==> config.mk <==
export PLATFORM = sky130hd
export DESIGN_NAME = aatu_merge
export DESIGN_NICKNAME = d
export VERILOG_FILES = /design/src/hdl/aatu_pkg.sv /design/src/hdl/aatu_merge.sv
export SDC_FILE = /design/constraint.sdc
export NUM_CORES = 2
export LEC_CHECK = 0
export ABC_AREA = 0
export BUFFER_PORTS_ARGS = -buffer_cell sky130_fd_sc_hd__buf_2
export CORE_AREA = 2 2 448 450
export CTS_BUF_LIST = sky130_fd_sc_hd__clkbuf_8
export DETAILED_ROUTE_END_ITERATION = 7
export DIE_AREA = 0 0 450 452
export GPL_TIMING_DRIVEN = 0
export MAX_ROUTING_LAYER = met4
export PLACE_DENSITY = 0.4
export SLEW_MARGIN = 20
export SYNTH_ARGS = -nofsm -noshare
export SYNTH_HDL_FRONTEND = slang
export SYNTH_SLANG_ARGS = --single-unit
==> constraint.sdc <==
create_clock -name clk -period 5.3 [get_ports clk]
set_input_delay 0.795 -clock clk [delete_from_list [all_inputs] [get_ports clk]]
set_output_delay 0.795 -clock clk [all_outputs]
set_load 0.01 [all_outputs]
==> src/hdl/aatu_pkg.sv <==
// Package for the box transform unit: widths, fixed-point types, register map
// and reset values. Used by every file under hdl; depends on nothing.
package aatu_pkg;

  localparam int COORD_WIDTH = 32;
  localparam int FRAC_BITS   = 16;
  localparam int ENTRY_WIDTH = 32;
  localparam int NUM_AXES    = 3;

  // Full product, product after the fraction shift, and the row sum.
  // The shifted product is at most 2^46 in magnitude, so a row sum of three
  // such products and the translation always fits in SUM_WIDTH bits.
  localparam int MUL_WIDTH  = COORD_WIDTH + ENTRY_WIDTH;
  localparam int PROD_WIDTH = MUL_WIDTH - FRAC_BITS;
  localparam int SUM_WIDTH  = PROD_WIDTH + 2;

  // Register file: six 64-bit registers at byte address 8*i.
  localparam int REG_WIDTH  = 2 * ENTRY_WIDTH;
  localparam int NUM_REGS   = 6;
  localparam int IDX_WIDTH  = 3;
  localparam int ADDR_LSB   = 3;
  localparam int ADDR_WIDTH = IDX_WIDTH + ADDR_LSB;

  localparam int REG_M00_M01 = 0;
  localparam int REG_M02_M03 = 1;
  localparam int REG_M10_M11 = 2;
  localparam int REG_M12_M13 = 3;
  localparam int REG_M20_M21 = 4;
  localparam int REG_M22_M23 = 5;

  localparam logic [REG_WIDTH-1:0] ONE_FIX = REG_WIDTH'(1) << FRAC_BITS;
  localparam logic [REG_WIDTH-1:0] ONE_FIX_HIGH = ONE_FIX << ENTRY_WIDTH;

  typedef logic signed [COORD_WIDTH-1:0] coord_t;
  typedef logic signed [ENTRY_WIDTH-1:0] entry_t;
  typedef logic signed [PROD_WIDTH-1:0]  prod_t;
  typedef logic signed [SUM_WIDTH-1:0]   sum_t;

  // One matrix row; m3 is the translation.
  typedef struct packed {
    entry_t m3;
    entry_t m2;
    entry_t m1;
    entry_t m0;
  } row_t;

  // Per-column smaller and larger product found by one lane.
  typedef struct packed {
    prod_t [NUM_AXES-1:0] lo;
    prod_t [NUM_AXES-1:0] hi;
  } lane_t;

  localparam sum_t SUM_COORD_MAX =
    {{(SUM_WIDTH-COORD_WIDTH+1){1'b0}}, {(COORD_WIDTH-1){1'b1}}};
  localparam sum_t SUM_COORD_MIN = ~SUM_COORD_MAX;

endpackage

==> src/hdl/aatu_merge.sv <==
// Merging stage of the box transform unit: adds the translation to the
// lane extremes, saturates and holds the result box. Depends on aatu_pkg.
module aatu_merge (
  input  logic             clk,
  input  logic             en,
  input  aatu_pkg::lane_t  lanes  [aatu_pkg::NUM_AXES],
  input  aatu_pkg::entry_t trans  [aatu_pkg::NUM_AXES],
  output aatu_pkg::coord_t box_lo [aatu_pkg::NUM_AXES],
  output aatu_pkg::coord_t box_hi [aatu_pkg::NUM_AXES]
);
  import aatu_pkg::*;

  sum_t sum_lo [NUM_AXES];
  sum_t sum_hi [NUM_AXES];

  function automatic coord_t saturate(input sum_t s);
    coord_t r;
    if (s > SUM_COORD_MAX) begin
      r = SUM_COORD_MAX[COORD_WIDTH-1:0];
    end else if (s < SUM_COORD_MIN) begin
      r = SUM_COORD_MIN[COORD_WIDTH-1:0];
    end else begin
      r = s[COORD_WIDTH-1:0];
    end
    return r;
  endfunction

  always_comb begin
    for (int k = 0; k < NUM_AXES; k++) begin
      sum_lo[k] = SUM_WIDTH'(trans[k]);
      sum_hi[k] = SUM_WIDTH'(trans[k]);
      for (int c = 0; c < NUM_AXES; c++) begin
        sum_lo[k] = sum_lo[k] + SUM_WIDTH'($signed(lanes[k].lo[c]));
        sum_hi[k] = sum_hi[k] + SUM_WIDTH'($signed(lanes[k].hi[c]));
      end
    end
  end

  always_ff @(posedge clk) begin
    if (en) begin
      for (int k = 0; k < NUM_AXES; k++) begin
        box_lo[k] <= saturate(sum_lo[k]);
        box_hi[k] <= saturate(sum_hi[k]);
      end
    end
  end

endmodule

==> results.ini <==
[final_layout]
num-fill-cells=21940
post-route-util=0.2682
syn_to_final_growth_pct=29.21
area_of_the_multi_input_gates_sq_um=31800
num-nets-final=7993
final_layout_size_suffix_gt1_frac=0.2652
regArea_sq_um=5766
design_area_sq_um=53260

[sta]
fin_crit_ns=5.269
timing.final.max_slew_violations=0
fin_tns_setup_ns=0
fraction_of_the_cycle_the_final_worst_path_needs=0.9942
maxClockFrequency_mhz=189.8
finalSetupViolations=0
tightestPinTransition_ns=0.7167
final_hold_viol_count=0
max-slew-margin-rel=0.5190

[detailed_routing]
final_antenna_net_count=0
per_cell_routed_wire_length_microns=22.10
viasPerCell=4.448
detail_route.iter0.violations=2394
drc_errors=0
num_vias=39290
drt-total-wl_microns=195200
drt_pass1_iterations=6

[critical_path]
startpoint_type=input pin
setup.worst_path.class=in -> reg
cp_data_arrival_time_ns=5.72
cp_slowest_cell=sky130_fd_sc_hd__fa_1
path_cells=buf_2, inv_1, fa_1, fa_1, inv_1, ha_1, a21oi_1, o21a_1, nand3b_1, a31oi_4, o21ai_1, or3b_4, o2111a_1, or4_4, or4_4, o31ai_4, buf_6, buf_6, buf_12, o21ai_1
endpoint_kind=flop
crit_required_ns=5.75
critical_path.max_stage_delay_ns=0.56
path_max_fanout=6

[global_route]
grt_first_pass_wirelength_microns=278400
antenna_found_initial=31
grt_remaining_overflow=0
global_route.usage.total=0.1927
via_count_of_the_first_global_routing_pass=41100
grt_start_max_net_pins=72

[synth]
syn_inst=4956
post_synth_num_cell_types=83
synthFlopType=sky130_fd_sc_hd__edfxtp_1
synth_edf_count=192
fraction_of_the_yosys_area_taken_by_sequential_cells=0.1399
ys_async_sr_fraction=0
post_synth.cell_area_avg_sq_um=8.318
synth_fp_nets=6794
synth_seq_cells=192
netlist_area_sq_um=41220
synthesis.yosys.warnings=0

[clocking]
cts_max_level=4
clock-root-buffer=sky130_fd_sc_hd__clkbuf_8
buffers_from_clock_root_to_sink_at_most=2
cts_inserted_buffers=17
clock_sink_count=192
tritoncts=built
worst_setup_hold_path_clk_slew_ns=0.12

[power]
irDropWorstVdd_uv=245.0
power_density_nw_per_um2=437.7
cellLeakagePower_nw=26.13

[floorplan]
die_area_sq_um=203400
height_of_the_die_microns=452
initial_core_util=0.2075
horizontal_extent_of_the_die_microns=450
fp-row-count=164
area_of_the_core_region_sq_um=198600
ios=1154

[hold_path]
worstHoldPathType=in -> reg
hold_depth=1

[placed_design]
globalplace.congestion=0.9205
place_hpwl_microns=175600
io_buffers=1153
placedInstanceArea_sq_um=50510

[flow_run]
max-cap-violations=0

[run_status]
outcome=finished, final reports clean

[power by group]
group	internal, mW	leakage, nW	switching, mW
registers	2.97	1.89	0.416
clock network	0.426	0.202	0.780
logic	7.06	24.0	11.7
total	10.4	26.1	12.9
[flip-flops by register name, indices dropped and copies added (netlist names)]
signal / count
box_hi: 96
box_lo: 96
[per-stage QoR]
stage | setup WS (ns) | cells | hold WS, ns | total power [mW]
final | 0.03089 | 8833 | 0.5557 | 23.31
after CTS | -0.0006795 | 8826 | 0.4539 | 22.84
after detailed placement | -2.868 | 8767 | 1.214 | 20.56
after global routing | -0.04435 | 8832 | 0.4938 | 25.34
after floorplan | -0.05067 | 4956 | 0.9075 | 13.98
after global placement | -3.198 | 8765 | 1.212 | 20.64
[worst max-delay path: cells and delay by family]
family	cells	cell delay (ns)
buffers and inverters	6	0.59
adder cells (fa/ha/maj)	3	1.48
AND/OR/NAND/NOR	4	1.56
AO/OA/AOI/OAI	7	1.28
[timing repair]
| action | in CTS | in global routing |
|---|---|---|
| pin swaps | 58 | 90 |
| hold endpoints to repair | 0 | 0 |
| gates resized for setup | 230 | 269 |
| buffers inserted | 42 | 33 |
| setup endpoints to repair | 190 | 186 |
| cloned | 3 | 1 |
| hold buffers | 0 | 0 |
[worst paths after layout]
path	from	end	slack, ns
worst min-delay path	en	box_lo[34]$_SDFFCE_PN1P_	0.56
worst max-delay path	lanes[22]	box_hi[27]$_SDFFCE_PN1P_	0.03
[layout by cell type, fill, tap and decap left out, types with 49 or more instances in the layout]
cell type and n:
sky130_fd_sc_hd__nand2_1 278, sky130_fd_sc_hd__inv_1 1275, sky130_fd_sc_hd__o21ai_0 269, sky130_fd_sc_hd__xor2_1 110
sky130_fd_sc_hd__edfxtp_1 192, sky130_fd_sc_hd__ha_1 246, sky130_fd_sc_hd__nor3_1 67, sky130_fd_sc_hd__nand4_1 80
sky130_fd_sc_hd__a21oi_1 309, sky130_fd_sc_hd__o21a_1 49, sky130_fd_sc_hd__nand3_1 64, sky130_fd_sc_hd__buf_2 1151
sky130_fd_sc_hd__o21ai_1 98, sky130_fd_sc_hd__nor2_1 195, sky130_fd_sc_hd__fa_1 564, sky130_fd_sc_hd__a21o_1 111
sky130_fd_sc_hd__o21bai_1 49, sky130_fd_sc_hd__buf_4 74, sky130_fd_sc_hd__xnor2_1 124
[synthesized netlist by cell type, drive strengths merged, types with 49 or more instances]
cell,number,area share
clkbuf,129,0.012
nor3,77,0.0093
a21oi,351,0.043
o21ai,398,0.049
o21bai,49,0.0089
xnor2,128,0.027
ha,294,0.089
nand3,68,0.0083
a21o,111,0.020
edfxtp,192,0.14
nor2,198,0.018
fa,582,0.28
xor2,112,0.024
nand4,80,0.012
inv,1296,0.12
o21a,50,0.0091
nand2,284,0.026
[kinds of logic after synthesis]
group	share of synthesized area
compound gates	0.1901
buf+inv	0.1320
simple gates	0.1125
xor+xnor	0.05099
fa+ha+maj	0.3719
mux	0.002762
flops	0.1399
[area by class of cell]
type,count,share of cell area
plain buffers,86,0.009138
inverters,1296,0.09190
clock buffers,17,0.004393
diodes,9,0.0004228
clock inverters,15,0.002983
multi-input cells,3328,0.5971
flip-flops and latches,192,0.1082
well taps,2656,0.06239
repair buffers,1234,0.1234
[routing by layer]
metal  track usage  vias up  wire length [microns]
met2        0.3544     1009                 104500
met5             -        -                      0
met4       0.03634        0                   3567
li1              -    18650                      -
met1        0.2273    19500                  80370
met3       0.01928      133                   6745
No activity file was read; power rests on OpenSTA's default activity.
